## src/design/tgc_pkg.sv

```systemverilog
// ----------------------------------------------------------------------------
// Touch gesture classifier package
// Shared widths, gesture codes, configuration register indexes, their reset values and action codes.
// ----------------------------------------------------------------------------
package tgc_pkg;

  // Field widths
  localparam int unsigned TimeW  = 32;
  localparam int unsigned KindW  = 3;
  localparam int unsigned RunW   = 8;
  localparam int unsigned HoldW  = 16;
  localparam int unsigned CfgIdxW  = 2;
  localparam int unsigned CfgDataW = 16;

  // Gesture codes reported on event_kind
  localparam logic [KindW-1:0] KIND_NONE      = 3'd0;
  localparam logic [KindW-1:0] KIND_SHORT     = 3'd1;
  localparam logic [KindW-1:0] KIND_DOUBLE    = 3'd2;
  localparam logic [KindW-1:0] KIND_LONG      = 3'd3;
  localparam logic [KindW-1:0] KIND_VERY_LONG = 3'd4;

  // Configuration register indexes
  localparam logic [CfgIdxW-1:0] REG_STABLE_SAMPLES    = 2'd0;
  localparam logic [CfgIdxW-1:0] REG_DOUBLE_WINDOW_MS  = 2'd1;
  localparam logic [CfgIdxW-1:0] REG_LONG_HOLD_MS      = 2'd2;
  localparam logic [CfgIdxW-1:0] REG_VERY_LONG_HOLD_MS = 2'd3;

  // Reset values of the configuration registers
  localparam logic [RunW-1:0]  STABLE_SAMPLES_RST    = 8'd5;
  localparam logic [HoldW-1:0] DOUBLE_WINDOW_MS_RST  = 16'd300;
  localparam logic [HoldW-1:0] LONG_HOLD_MS_RST      = 16'd1000;
  localparam logic [HoldW-1:0] VERY_LONG_HOLD_MS_RST = 16'd10000;

  // Action codes
  localparam logic ACT_SAMPLE = 1'b0;
  localparam logic ACT_CLEAR  = 1'b1;

endpackage

```

## src/design/touch_gesture_classifier.sv

```systemverilog
// ----------------------------------------------------------------------------
// Touch gesture classifier
// Debounces sampled touch levels and classifies short, double, long and
// very long presses, latching the last gesture until cleared.
// ----------------------------------------------------------------------------
// Each input beat is either a sample (level plus millisecond timestamp) or a
// clear of the latched event. A beat is consumed in the cycle it is accepted:
// the debounce and gesture state is updated at that edge and the result beat
// (pending flag, gesture kind, debounced touch) appears in the output register
// on the next cycle. One beat per clock is sustained while results are taken;
// the rate is set by the state update loop, which holds four 32-bit wrapping
// time subtractions and their compares. Input is back-pressured only while the
// output register holds a result that has not been taken. Configuration
// writes are always accepted and should be done while the block is idle.
// ----------------------------------------------------------------------------
module touch_gesture_classifier import tgc_pkg::*; (
  input  logic                clk,
  input  logic                rst,
  // Configuration write channel
  input  logic                cfg_valid,
  output logic                cfg_ready,
  input  logic [CfgIdxW-1:0]  cfg_index,
  input  logic [CfgDataW-1:0] cfg_data,
  // Input channel
  input  logic                in_valid,
  output logic                in_ready,
  input  logic                action,
  input  logic                touch_level,
  input  logic [TimeW-1:0]    now_ms,
  // Output channel
  output logic                out_valid,
  input  logic                out_ready,
  output logic                event_pending,
  output logic [KindW-1:0]    event_kind,
  output logic                touching
);

  // Configuration registers
  logic [RunW-1:0]  stable_samples;
  logic [HoldW-1:0] double_window_ms;
  logic [HoldW-1:0] long_hold_ms;
  logic [HoldW-1:0] very_long_hold_ms;

  // Gesture state
  logic             candidate_level, candidate_level_next;
  logic [RunW-1:0]  stable_run, stable_run_next;
  logic             reported_level, reported_level_next;
  logic             held, held_next;
  logic [TimeW-1:0] press_time, press_time_next;
  logic [TimeW-1:0] release_time, release_time_next;
  logic             click_waiting, click_waiting_next;
  logic             long_done, long_done_next;
  logic             very_long_done, very_long_done_next;
  logic [KindW-1:0] latched_kind, latched_kind_next;
  logic             latched_pending, latched_pending_next;

  logic in_fire;
  logic cfg_fire;

  assign cfg_ready = 1'b1;
  assign cfg_fire  = cfg_valid & cfg_ready;
  assign in_ready  = ~out_valid | out_ready;
  assign in_fire   = in_valid & in_ready;

  // Configuration writes
  always_ff @(posedge clk) begin
    if (rst) begin
      stable_samples    <= STABLE_SAMPLES_RST;
      double_window_ms  <= DOUBLE_WINDOW_MS_RST;
      long_hold_ms      <= LONG_HOLD_MS_RST;
      very_long_hold_ms <= VERY_LONG_HOLD_MS_RST;
    end else if (cfg_fire) begin
      unique case (cfg_index)
        REG_STABLE_SAMPLES:    stable_samples    <= cfg_data[RunW-1:0];
        REG_DOUBLE_WINDOW_MS:  double_window_ms  <= cfg_data;
        REG_LONG_HOLD_MS:      long_hold_ms      <= cfg_data;
        REG_VERY_LONG_HOLD_MS: very_long_hold_ms <= cfg_data;
        default: ;
      endcase
    end
  end

  // Next-state logic: clear, else debounce, edge handling, then the hold and window
  // checks in order, each seeing the updates of the ones before it.
  logic [TimeW-1:0] since_press;
  logic [TimeW-1:0] since_release;
  logic             edge_seen;

  always_comb begin
    candidate_level_next = candidate_level;
    stable_run_next      = stable_run;
    reported_level_next  = reported_level;
    held_next            = held;
    press_time_next      = press_time;
    release_time_next    = release_time;
    click_waiting_next   = click_waiting;
    long_done_next       = long_done;
    very_long_done_next  = very_long_done;
    latched_kind_next    = latched_kind;
    latched_pending_next = latched_pending;
    since_press          = '0;
    since_release        = '0;
    edge_seen            = 1'b0;

    if (action == ACT_CLEAR) begin
      latched_pending_next = 1'b0;
      latched_kind_next    = KIND_NONE;
    end else begin
      // Run counter saturates at the stable sample count.
      if (touch_level == candidate_level) begin
        if (stable_run < stable_samples) begin
          stable_run_next = stable_run + RunW'(1);
        end
      end else begin
        candidate_level_next = touch_level;
        stable_run_next      = RunW'(1);
      end

      edge_seen = (stable_run_next >= stable_samples) &&
                  (candidate_level_next != reported_level);

      // Debounced press or release
      if (edge_seen) begin
        reported_level_next = candidate_level_next;
        if (candidate_level_next) begin
          held_next           = 1'b1;
          press_time_next     = now_ms;
          long_done_next      = 1'b0;
          very_long_done_next = 1'b0;
          since_release       = now_ms - release_time;
          if ((since_release < TimeW'(double_window_ms)) && click_waiting) begin
            click_waiting_next   = 1'b0;
            latched_kind_next    = KIND_DOUBLE;
            latched_pending_next = 1'b1;
          end else begin
            click_waiting_next = 1'b1;
          end
        end else begin
          held_next         = 1'b0;
          release_time_next = now_ms;
          since_press       = now_ms - press_time;
          if (since_press >= TimeW'(long_hold_ms)) begin
            latched_kind_next    = KIND_LONG;
            latched_pending_next = 1'b1;
            click_waiting_next   = 1'b0;
            long_done_next       = 1'b1;
          end
        end
      end

      since_press   = now_ms - press_time_next;
      since_release = now_ms - release_time_next;

      // Very long hold
      if (held_next && !very_long_done_next &&
          (since_press >= TimeW'(very_long_hold_ms))) begin
        latched_kind_next    = KIND_VERY_LONG;
        latched_pending_next = 1'b1;
        click_waiting_next   = 1'b0;
        long_done_next       = 1'b1;
        very_long_done_next  = 1'b1;
      end

      // Long hold while still pressed
      if (held_next && !long_done_next &&
          (since_press >= TimeW'(long_hold_ms))) begin
        latched_kind_next    = KIND_LONG;
        latched_pending_next = 1'b1;
        click_waiting_next   = 1'b0;
        long_done_next       = 1'b1;
      end

      // Lone click whose double window ran out
      if (!held_next && click_waiting_next &&
          (since_release >= TimeW'(double_window_ms))) begin
        latched_kind_next    = KIND_SHORT;
        latched_pending_next = 1'b1;
        click_waiting_next   = 1'b0;
      end
    end
  end

  // State update on each accepted input beat
  always_ff @(posedge clk) begin
    if (rst) begin
      candidate_level <= 1'b0;
      stable_run      <= '0;
      reported_level  <= 1'b0;
      held            <= 1'b0;
      press_time      <= '0;
      release_time    <= '0;
      click_waiting   <= 1'b0;
      long_done       <= 1'b0;
      very_long_done  <= 1'b0;
      latched_kind    <= KIND_NONE;
      latched_pending <= 1'b0;
    end else if (in_fire) begin
      candidate_level <= candidate_level_next;
      stable_run      <= stable_run_next;
      reported_level  <= reported_level_next;
      held            <= held_next;
      press_time      <= press_time_next;
      release_time    <= release_time_next;
      click_waiting   <= click_waiting_next;
      long_done       <= long_done_next;
      very_long_done  <= very_long_done_next;
      latched_kind    <= latched_kind_next;
      latched_pending <= latched_pending_next;
    end
  end

  // Output register
  always_ff @(posedge clk) begin
    if (rst) begin
      out_valid <= 1'b0;
    end else if (in_fire) begin
      out_valid <= 1'b1;
    end else if (out_ready) begin
      out_valid <= 1'b0;
    end
  end

  always_ff @(posedge clk) begin
    if (in_fire) begin
      event_pending <= latched_pending_next;
      event_kind    <= latched_kind_next;
      touching      <= held_next;
    end
  end

endmodule

```

## config.mk

```make
export PLATFORM = sky130hd
export DESIGN_NAME = touch_gesture_classifier
export DESIGN_NICKNAME = d
export VERILOG_FILES = /design/src/design/tgc_pkg.sv /design/src/design/touch_gesture_classifier.sv
export SDC_FILE = /design/constraint.sdc
export NUM_CORES = 1
export LEC_CHECK = 0
export ABC_AREA = 1
export BUFFER_PORTS_ARGS = -buffer_cell sky130_fd_sc_hd__buf_2
export CELL_PAD_IN_SITES_DETAIL_PLACEMENT = 2
export CELL_PAD_IN_SITES_GLOBAL_PLACEMENT = 2
export CORE_AREA = 8 8 280 174
export DETAILED_ROUTE_END_ITERATION = 10
export DIE_AREA = 0 0 288 182
export GPL_ROUTABILITY_DRIVEN = 0
export PLACE_DENSITY_LB_ADDON = 0.1
export SLEW_MARGIN = 20
export SYNTH_ARGS = -nofsm -noshare
export SYNTH_HDL_FRONTEND = slang
export SYNTH_SLANG_ARGS = --single-unit
```

## constraint.sdc

```tcl
create_clock -name clk -period 8.7 [get_ports clk]
set_input_delay 1.305 -clock clk [delete_from_list [all_inputs] [get_ports clk]]
set_output_delay 1.305 -clock clk [all_outputs]
set_load 0.05 [all_outputs]
```

# Word level (Yosys, flattened, before mapping)
# Index checks and enable logic that the tools add are counted.
[op_classes] n_reduce_logical=19 eq_ne=5 magnitude_cmp=7 n_addsub=5 mux=51 bitwise=4
[ops] operator="32-bit two-way mux" count=6
[ops] operator="32-bit by 16-bit greater-or-equal comparator with 1-bit output" count=4
[ops] operator="32-bit subtractor" count=4
[ops] operator="1-bit two-way mux" count=34
[ops] operator="32-bit by 16-bit < comparator with 1-bit output" count=1
[ops] operator="3-bit two-way mux" count=8
[ops] operator="8-bit two-way mux" count=3
[ops] operator="2-bit AND reduction" count=5
[ops] operator="8-bit by 1-bit adder with 8-bit output (second input constant)" count=1
[ops] operator="8-bit greater-or-equal comparator" count=1
[ops] operator="1-bit logical AND" count=8
[ops] operator="8-bit < comparator" count=1
[ops] operator="2-bit == test (second input constant)" count=2
[ops] operator="1-bit logical NOT" count=3
[ops] operator="3-bit AND reduction" count=1
[ops] operator="2-bit by 1-bit == test with 1-bit output (second input constant)" count=1
[ops] operator="2-bit logical NOT" count=1
[ops] operator="1-bit inverter" count=2
[ops] operator="2-bit nonzero test" count=1
[ops] operator="1-bit AND" count=1
[ops] operator="1-bit == test" count=1
[ops] operator="1-bit inequality test" count=1
[ops] operator="1-bit bitwise OR" count=1
[totals] regBits=144 out_inout_bits=8

# Logic depth before layout (Yosys ltp)
# Gate-level depths: netlist of run 1.
[depth] word_depth=22 mapped_depth=51 mapped_depth_nobuf=49

# Worst setup path before layout of run 1
# Ideal clock, no wire load.
[synth_path] path_kind="input to register" startpoint="input port touch_level" endpoint="register event_kind[0] (data pin)" stages=39 setup_slack_ns=2.067 arrival_time_ns=6.383 required_time_ns=8.449 n_path_buf=2 setup_ns=0.251 path_cell_list="ha_1 -> o21ai_0 -> a21oi_1 -> ha_1 -> nand2_1 -> nor2_1 -> nor2_1 -> nand2_1 -> nand2_2 -> nand2_4 -> nand2_4 -> buf_8 -> nor2_1 -> clkbuf_1 -> nand2_1 -> o21ai_0 -> inv_1 -> ha_1 -> (+3 left out) -> inv_1 -> a21oi_1 -> xnor2_1 -> ha_1 -> a21oi_1 -> o21ai_0 -> o21ai_0 -> o211ai_1 -> a21oi_1 -> nand4_1 -> nor2_1 -> nand4_1 -> nor2_1 -> nand4_1 -> nand2_1 -> o211ai_1 -> nand2_1 -> inv_1"
[synth_via] elab_chain_cells=21 word_cells_on_any_way=49 cone_classes="2 x add/sub; 4 x order compare; 2 x eq/ne; 31 x mux; 10 x reduce/logical"
[synth_lines] element="from (decl)" line_no="touch_gesture_classifier.sv:28" source="input logic touch_level,"
[synth_lines] element="1-bit == test" line_no="touch_gesture_classifier.sv:110" source="if (touch_level == candidate_level) begin"
[synth_lines] element="8-bit two-way mux / 1-bit two-way mux (equally long branches)" line_no="touch_gesture_classifier.sv:110"
[synth_lines] element="8-bit two-way mux / 1-bit two-way mux (equally long branches)" line_no="touch_gesture_classifier.sv:105" source="if (action == ACT_CLEAR) begin"
[synth_lines] element="8-bit greater-or-equal comparator / 1-bit inequality test (equally long branches)" line_no="touch_gesture_classifier.sv:119, touch_gesture_classifier.sv:120"
[synth_lines] element="1-bit logical AND" line_no="touch_gesture_classifier.sv:119" source="edge_seen = (stable_run_next >= stable_samples) &&"
[synth_lines] element="32-bit two-way mux / 1-bit two-way mux (equally long branches)" line_no="touch_gesture_classifier.sv:123" source="if (edge_seen) begin"
[synth_lines] element="32-bit two-way mux / 1-bit two-way mux (equally long branches)" line_no="touch_gesture_classifier.sv:105"
[synth_lines] element="32-bit subtractor / 1-bit logical NOT (equally long branches)" line_no="touch_gesture_classifier.sv:151, touch_gesture_classifier.sv:155"
[synth_lines] element="(+4 left out)"
[synth_lines] element="1-bit logical NOT" line_no="touch_gesture_classifier.sv:165" source="if (held_next && !long_done_next &&"
[synth_lines] element="1-bit logical AND (2 in series)" line_no="touch_gesture_classifier.sv:165"
[synth_lines] element="1-bit two-way mux" line_no="touch_gesture_classifier.sv:165"
[synth_lines] element="1-bit two-way mux" line_no="touch_gesture_classifier.sv:105"
[synth_lines] element="1-bit logical AND (2 in series)" line_no="touch_gesture_classifier.sv:174" source="if (!held_next && click_waiting_next &&"
[synth_lines] element="3-bit two-way mux *" line_no="touch_gesture_classifier.sv:174"
[synth_lines] element="3-bit two-way mux *" line_no="touch_gesture_classifier.sv:105"
[synth_lines] element="named net latched_kind_next[0]" line_no="touch_gesture_classifier.sv:54" source="logic [KindW-1:0] latched_kind, latched_kind_next;"
[synth_lines] element="to (signal assigned)" line_no="touch_gesture_classifier.sv:226" source="event_kind <= latched_kind_next;"
[synth_lines] element="to (decl)" line_no="touch_gesture_classifier.sv:34" source="output logic [KindW-1:0] event_kind,"
# Mark *: on every way through the listed nets, which the timed path passes. The rest lies on a longest branch. The select of a mux whose other input is x is not followed.
# A chain may end at the register's enable or synchronous reset.

# Worst setup path after layout of run 1
[layout_path] startpoint="register stable_samples[1]" endpoint="register latched_kind[1]"
[layout_via] elab_chain_cells=22 word_cells_on_any_way=40 cone_classes="2 x add/sub; 5 x order compare; 23 x mux; 10 x reduce/logical"
[layout_lines] element="from (decl)" line_no="touch_gesture_classifier.sv:39" source="logic [RunW-1:0] stable_samples;"
[layout_lines] element="from (signal assigned)" line_no="touch_gesture_classifier.sv:74" source="REG_STABLE_SAMPLES: stable_samples <= cfg_data[RunW-1:0];"
[layout_lines] element="8-bit < comparator" line_no="touch_gesture_classifier.sv:111" source="if (stable_run < stable_samples) begin"
[layout_lines] element="8-bit two-way mux" line_no="touch_gesture_classifier.sv:111"
[layout_lines] element="8-bit two-way mux" line_no="touch_gesture_classifier.sv:110"
[layout_lines] element="8-bit two-way mux" line_no="touch_gesture_classifier.sv:105"
[layout_lines] element="8-bit greater-or-equal comparator *" line_no="touch_gesture_classifier.sv:119"
[layout_lines] element="1-bit logical AND *" line_no="touch_gesture_classifier.sv:119"
[layout_lines] element="32-bit two-way mux / 1-bit two-way mux (equally long branches)" line_no="touch_gesture_classifier.sv:123"
[layout_lines] element="32-bit two-way mux / 1-bit two-way mux (equally long branches)" line_no="touch_gesture_classifier.sv:105"
[layout_lines] element="(+4 left out)"
[layout_lines] element="1-bit two-way mux" line_no="touch_gesture_classifier.sv:105"
[layout_lines] element="1-bit logical NOT" line_no="touch_gesture_classifier.sv:165"
[layout_lines] element="1-bit logical AND (2 in series)" line_no="touch_gesture_classifier.sv:165"
[layout_lines] element="1-bit two-way mux" line_no="touch_gesture_classifier.sv:165"
[layout_lines] element="1-bit two-way mux" line_no="touch_gesture_classifier.sv:105"
[layout_lines] element="1-bit logical AND (2 in series)" line_no="touch_gesture_classifier.sv:174"
[layout_lines] element="3-bit two-way mux *" line_no="touch_gesture_classifier.sv:174"
[layout_lines] element="3-bit two-way mux *" line_no="touch_gesture_classifier.sv:105"
[layout_lines] element="to (signal assigned)" line_no="touch_gesture_classifier.sv:207" source="latched_kind <= latched_kind_next;"
[layout_lines] element="to (decl)" line_no="touch_gesture_classifier.sv:54"
# Every way passes the cells marked *; elsewhere a longest branch is shown, timed or not. The select of a mux whose other input is x is not followed.

==> impl_metrics.tcl, run 1 <==
set metrics [dict create \
    ant_nets 0 \
    drt_iter0_drc 795 \
    worstSetupPathType "reg2reg" \
    final.period_utilization 0.929 \
    grt_pass1_wl_mm 106 \
    multi_input_area_mm2 0.0113 \
    io_pins 65 \
    ys_ff_latch 144 \
    hold_viol_final 0 \
    start_util 0.357 \
    drive_gt1_frac 0.0667 \
    routedWlPerCell_um 22.5 \
    grt_pass1_vias 18400 \
    syn_area_mm2 0.0158 \
    p_total_uw 3060 \
    drv_cap 0 \
    setup_tns_ps 0 \
    cts_tree "yes" \
    layout_min_cycle_time_ps 8090 \
    hp-class "reg2reg" \
    wirelength_mm 68.8 \
    synth_fp_nets 2700 \
    layout_common_cells "nand2_1, inv_1, a21oi_1, o21ai_0, ha_1" \
    peakVddDrop_mv 0.144 \
    postCtsSetupRepairBufs 0 \
    layout_commonest_cell "nand2_1" \
    required_ps 9080 \
    seqCellArea_mm2 0.00293 \
    start_kind "register" \
    synth-async-reset-ratio 0 \
    htree_levels 4 \
    dieWidth_um 288 \
    synthTopCellsByArea "dfxtp_1, ha_1, nand2_1" \
    syn_area_per_cell_um2 6.54 \
    drcViolationCount 0 \
    clock_latency_ps 460 \
    slowest_delay_ps 520 \
    post_synth_num_cell_types 59 \
    postCtsHoldBufs 0 \
    grt_max_degree 114 \
    cts_max_path_buffers 2 \
    die_y_um 182 \
    nets 2739 \
    fmax_mhz 124 \
    synth-xor-area-share 0.0508 \
    gr-total-overflow 0 \
    antenna_found_initial 7 \
    synthMuxAreaShare 0.0240 \
    firstDrtPassIters 5 \
    p_leak_uw 0.00792 \
    yosysTopAreaCell "dfxtp_1" \
    ys_warn_count 0 \
    core_region_area_mm2 0.0443 \
    power.density_mw_per_mm2 176 \
    yosys.area.top_type_share 0.176 \
    ys_seq_area_frac 0.185 \
    rows 60 \
    clk_pin_slew_ps 70 \
    dieArea_mm2 0.0524 \
    cp_common_cell "nand2_1" \
    synth-simple-area-share 0.237 \
    synth_top_family_by_area "simple AND/OR/NAND/NOR gates" \
    n_fill_cell 5484 \
    critPathArrivalTime_ps 8470 \
    via_per_inst 5.63 \
    cts_root_buffer "clkbuf_16" \
    finalSetupViolCount 0 \
    rsz0062_at_grt "no" \
    vias 17200 \
    dp_hpwl_mm 57.1 \
    fin_skew_ps 16.5 \
    cts-buffers-inserted 17 \
    final_max_slew_viol_count 0 \
    slew_headroom 0.276 \
    synth-compound-area-share 0.224 \
    ys.flop_type "dfxtp_1" \
    synth-adder-area-share 0.177 \
    portBuffers 63 \
    cts.sink_count 144 \
    status "finished clean" \
    end_kind "register" \
    worstMarginPinSlew_ps 1090 \
    syn_to_final_growth_pct 9.82 \
    synth_edf_count 5 \
    cts_resized 0 \
    path_max_fanout 24 \
    cp_slowest_cell "nor2_4" \
    gr-usage-all-layers 0.258 \
    synthCells 2421 \
]
[cell usage after synthesis, types with 32 or more instances]
master    count
inv_1       366
xor2_1       61
nand3_1      98
nand4_1      36
mux2i_1      38
nor3_1       32
nor2_1      183
o21ai_0     235
clkbuf_1     44
a21oi_1     305
dfxtp_1     139
ha_1        218
nand2_1     435
[critical path, delay by kind of cell, from the launching register on]
family          cells  cell delay [ps]
xor+xnor            1              210
simple gates       22             3640
compound gates     10             1820
fa+ha+maj           4             1290
flops               1              310
buf+inv             4              710
[per-layer routing]
metal | share of wire | vias up | global-route usage
li1 | - | 8233 | -
met4 | 0.018 | 4 | 0.0611
met5 | 0.00038 | - | 0
met2 | 0.42 | 322 | 0.394
met3 | 0.042 | 73 | 0.0393
met1 | 0.52 | 8609 | 0.376
[sequential cells by signal, indices dropped and copies added (netlist names), 3 cells and up]
signal,flops
double_window_ms,16
very_long_hold_ms,16
event_kind,3
latched_kind,3
release_time,32
stable_samples,8
long_hold_ms,16
press_time,32
stable_run,8
[metrics by stage]
step	util	hold slack (ps)	instances	instance area, µm²	setup slack (ps)
after floorplan	-	435	2421	15800	2070
after global placement	0.378	446	3030	16700	1140
after detailed placement	0.378	455	3030	16700	715
after CTS	0.392	465	3062	17400	668
after global routing	0.393	488	3064	17400	13.8
final	0.393	460	3065	17400	615
[logic make-up after synthesis]
group	Yosys count
and+or+nand+nor	853
AOI/OAI and AO/OA	651
buffers and inverters	421
adders and majority gates	222
DFF	144
xor gates and xnor gates	91
muxes	38
other	1
[cell type report]
type	instances	area share
antenna	3	0.000432
clock buffer	18	0.0247
clock inverter	14	0.0118
inverter	371	0.0801
multi-input combinational	1856	0.651
sequential	144	0.169
tap	589	0.0424
timing repair buffer	70	0.0214
[final timing paths]
| path | startpoint | cells past startpoint | endpoint | slack (ps) |
|---|---|---|---|---|
| min reg2reg | press_time[31] | 2 | press_time[31] | 460 |
| max | stable_samples[1] | 41 | latched_kind[1] | 610 |
| max reg2reg | stable_samples[1] | 41 | latched_kind[1] | 610 |
| min | press_time[31] | 2 | press_time[31] | 460 |
[power breakdown]
part	internal (µW)	total [µW]	switching (µW)
sequential	705	733	27.8
clock	487	840	354
combinational	494	1480	989
Power figures use the tool's default switching activity.
==> run 2: changes to the inputs <==
- MAX_ROUTING_LAYER: unset -> met4
==> run 2 against run 1 <==
Compared with the run above:
- clock-buffer cell count did not move
- setup slack improved by 31 ps
- sequential power barely moved
- register-to-register slack improved by 30 ps
- flip-flop and latch count did not move
- fmax rose by 0.38%
- hold slack improved by 1.9 ps
- clock power barely moved
- first-iteration DRC count rose by 12%
- highest routed layer is now met4
==> impl_metrics.tcl, run 2 (synthesis gave the netlist of run 1 again) <==
set metrics [dict create \
    utilization 0.393 \
    hp-class "reg2reg" \
    routedWlPerCell_um 22.5 \
    cp_slowest_cell "nor2_4" \
    final_max_slew_viol_count 0 \
    fin_skew_ps 16.0 \
    cts_root_buffer "clkbuf_16" \
    drt_iter0_drc 887 \
    postCtsHoldBufs 0 \
    place_ws_ps 715 \
    end_kind "register" \
    grt_pass1_wl_mm 106 \
    firstDrtPassIters 5 \
    clk_pin_slew_ps 70 \
    cts.sink_count 144 \
    gr-usage-all-layers 0.266 \
    dieArea_mm2 0.0524 \
    cp_common_cell "nand2_1" \
    start_util 0.357 \
    rows 60 \
    r2r_slack_ps 650 \
    wirelength_mm 68.9 \
    htree_levels 4 \
    via_per_inst 5.64 \
    rsz0062_at_grt "no" \
    clock_latency_ps 460 \
    slowest_delay_ps 520 \
    portBuffers 63 \
    vias 17300 \
    layout_min_cycle_time_ps 8050 \
    grt_pass1_vias 18400 \
    path_max_fanout 24 \
    fmax_mhz 124 \
    syn_to_final_growth_pct 9.85 \
    p_leak_uw 0.00792 \
    required_ps 9080 \
    cts-buffers-inserted 17 \
    antenna_found_initial 7 \
    nets 2739 \
    core_region_area_mm2 0.0443 \
    drive_gt1_frac 0.0667 \
    layout_commonest_cell "nand2_1" \
    gr-total-overflow 0 \
    dp_hpwl_mm 57.1 \
    grt_max_degree 114 \
    layout_common_cells "nand2_1, inv_1, a21oi_1, o21ai_0, ha_1" \
    cts_resized 0 \
    setup_tns_ps 0 \
    status "finished clean" \
    cts_max_path_buffers 2 \
    drcViolationCount 0 \
    top_regs "press_time (32), release_time (32)" \
    hold_viol_final 0 \
    io_pins 65 \
    cts_tree "yes" \
    power.density_mw_per_mm2 176 \
    ant_nets 0 \
    start_kind "register" \
    final.period_utilization 0.926 \
    dieWidth_um 288 \
    postCtsSetupRepairBufs 0 \
    setup_ws_ps 645 \
    slew_headroom 0.259 \
    critPathArrivalTime_ps 8440 \
    drv_cap 0 \
    peakVddDrop_mv 0.144 \
    worstMarginPinSlew_ps 1110 \
    finalSetupViolCount 0 \
    die_y_um 182 \
    worstSetupPathType "reg2reg" \
]
## run 2: changes by cell type in the layout (fill, tap and decap cells not counted)
cell     change
diode_2      +2
## run 2: per-stage QoR
| stage | hold WS [ps] | total power [µW] | cell area, µm² | std cells |
|---|---|---|---|---|
| global placement | 446 | 2110 | 16700 | 3030 |
| detailed placement | 455 | 2200 | 16700 | 3030 |
| finish | 462 | 3060 | 17400 | 3067 |
| global route | 489 | 3270 | 17400 | 3067 |
| CTS | 465 | 3060 | 17400 | 3062 |
| floorplan | 435 | 1740 | 15800 | 2421 |
## run 2: cell type report
type	count	area, µm²
Antenna cell	5	12.5
Fill cell	5483	26900
Inverter	371	1390
Sequential cell	144	2930
Clock buffer	18	429
Multi-Input combinational cell	1856	11300
Timing Repair Buffer	70	372
Clock inverter	14	205
Tap cell	589	737
## run 2: worst max-delay path, delay by kind of cell (launching register included)
family / cells / cell delay [ps]
AOI/OAI and AO/OA: 10 / 1780
xor gates and xnor gates: 1 / 200
adders and majority gates: 4 / 1280
buffers and inverters: 4 / 710
DFF: 1 / 310
and+or+nand+nor: 22 / 3650
## run 2: path summary, 6_finish.rpt
path / from / end / cells after the start
worst max register to register: stable_samples[1] / latched_kind[1] / 41
worst max-delay path: stable_samples[1] / latched_kind[1] / 41
worst min-delay path: press_time[31] / press_time[31] / 2
worst min register to register: press_time[31] / press_time[31] / 2
## run 2: layer usage
metal	up-vias	routed length, µm	global-route usage
met5	-	0	-
met4	0	1200	0.0611
met3	67	2980	0.0390
met2	327	29100	0.394
met1	8669	35600	0.377
li1	8231	-	-
## run 2: where the power goes
group | internal, µW | switching, µW
combinational | 494 | 988
clock | 487 | 354
sequential | 705 | 28.1
total | 1690 | 1370
==> run 3: changes to the inputs <==
- RECOVER_POWER: unset -> 50
==> run 3 against run 2 <==
Compared with the run above:
- the flow now finishes with violations (max-capacitance violations, max-slew violations)
- via count fell by 0.25%
- clock-buffer cell count did not move
- flip-flop and latch count did not move
- fmax fell by 0.22%
- clock skew barely moved
- first-iteration DRC count fell by 3.5%
- routed wire length barely moved
- critical endpoint unchanged
- sequential power barely moved
- clock power barely moved
- setup slack got worse by 18 ps
- power barely moved
- register-to-register slack got worse by 20 ps
==> impl_metrics.tcl, run 3 (synthesis gave the netlist of run 1 again) <==
set metrics [dict create \
    dp_hpwl_mm 57.1 \
    placed_area_mm2 0.0167 \
    place_ws_ps 715 \
    layout_commonest_cell "nand2_1" \
    cp_common_cell "nand2_1" \
    peakVddDrop_mv 0.143 \
    drcViolationCount 0 \
    finalSetupViolCount 0 \
    fin_skew_ps 16.0 \
    antenna_found_initial 6 \
    core_region_area_mm2 0.0443 \
    r2r_slack_ps 630 \
    firstDrtPassIters 5 \
    drive_gt1_frac 0.0627 \
    final.period_utilization 0.928 \
    die_y_um 182 \
    postCtsSetupRepairBufs 0 \
    slew_headroom -2.42 \
    cts-buffers-inserted 17 \
    rr_endpoint "latched_kind[1]" \
    drt_iter0_drc 856 \
    start_util 0.357 \
    holdPathStages 2 \
    p_leak_uw 0.00789 \
    cts_resized 0 \
    top_regs "press_time (32), release_time (32)" \
    rows 60 \
    gr-total-overflow 0 \
    final_area_mm2 0.0174 \
    wirelength_mm 68.8 \
    path_max_fanout 24 \
    n_fill_cell 5489 \
    hp-class "reg2reg" \
    io_pins 65 \
    critPathArrivalTime_ps 8440 \
    layout_min_cycle_time_ps 8070 \
    power.density_mw_per_mm2 176 \
    vias 17300 \
    cts_max_path_buffers 2 \
    p_total_uw 3060 \
    dieWidth_um 288 \
    status "complete, but fails checks" \
    final_max_slew_viol_count 142 \
    hold_viol_final 0 \
    required_ps 9060 \
    via_per_inst 5.63 \
    start_kind "register" \
    timing.hold.ws_ps 461 \
    slowest_delay_ps 520 \
    nets 2739 \
    ant_nets 0 \
    fmax_mhz 124 \
    worstMarginPinSlew_ps 5130 \
    cts.sink_count 144 \
    setup_tns_ps 0 \
    worstSetupPathType "reg2reg" \
    syn_to_final_growth_pct 9.73 \
    clk_pin_slew_ps 70 \
    cp_slowest_cell "nor2_4" \
    whs_endpoint "press_time[31]" \
    failed_checks "max-capacitance violations, max-slew violations" \
    drv_cap 2 \
    setup_ws_ps 627 \
    rsz0062_at_grt "no" \
    htree_levels 4 \
    routedWlPerCell_um 22.4 \
    layout_common_cells "nand2_1, inv_1, a21oi_1, o21ai_0, ha_1" \
    seqCellArea_mm2 0.00293 \
    grt_pass1_vias 18400 \
    grt_max_degree 114 \
    clock_latency_ps 460 \
    dieArea_mm2 0.0524 \
    min-delay-start "press_time[31]" \
    reg2reg_depth 41 \
    r2r_start "stable_samples[1]" \
    cts_tree "yes" \
    grt_pass1_wl_mm 106 \
    end_kind "register" \
    cts_root_buffer "clkbuf_16" \
    gr-usage-all-layers 0.266 \
    multi_input_area_mm2 0.0113 \
    portBuffers 63 \
    postCtsHoldBufs 0 \
]
## run 3: layer usage
metal / vias to the layer above / wire length (µm) / track usage / share of wire
met5: - / 0 / - / 0
met4: 0 / 1200 / 0.0611 / 0.017
met3: 67 / 3080 / 0.0390 / 0.045
met2: 318 / 29100 / 0.394 / 0.42
met1: 8639 / 35500 / 0.377 / 0.52
li1: 8227 / - / - / -
## run 3: critical path: cells and delay by family (launching register included)
kind | cells | cell delay (ps)
compound gates | 10 | 1790
simple gates | 22 | 3650
buf+inv | 4 | 720
xor+xnor | 1 | 200
flops | 1 | 310
fa+ha+maj | 4 | 1280
## run 3: worst max path at each step
stage / slack [ps] / endpoint / from
6_report: 630 / latched_kind[1] / stable_samples[1]
3_3_place_gp: 1140 / event_pending / touch_level
3_5_place_dp: 710 / event_pending / touch_level
2_1_floorplan: 2070 / event_kind[0] / touch_level
4_1_cts: 670 / latched_kind[1] / stable_samples[1]
5_1_grt: 20 / event_pending / stable_samples[1]
## run 3: per-stage QoR
stage / utilization / std cells
after floorplan: - / 2421
after global placement: 0.378 / 3030
after detailed placement: 0.378 / 3030
after CTS: 0.392 / 3062
after global routing: 0.392 / 3066
final: 0.392 / 3066
## run 3: cell type report
cell class / instances / share of cell area
Clock buffer: 18 / 0.0247
Multi-Input combinational cell: 1856 / 0.651
Sequential cell: 144 / 0.169
Tap cell: 589 / 0.0424
Inverter: 371 / 0.0802
Timing Repair Buffer: 70 / 0.0204
Clock inverter: 14 / 0.0118
Antenna cell: 4 / 0.000576
## run 3: power by group
part / leakage (µW) / internal, µW / switching, µW
combinational: 0.00639 / 495 / 987
clock: 0.000308 / 487 / 353
sequential: 0.00119 / 705 / 28.0
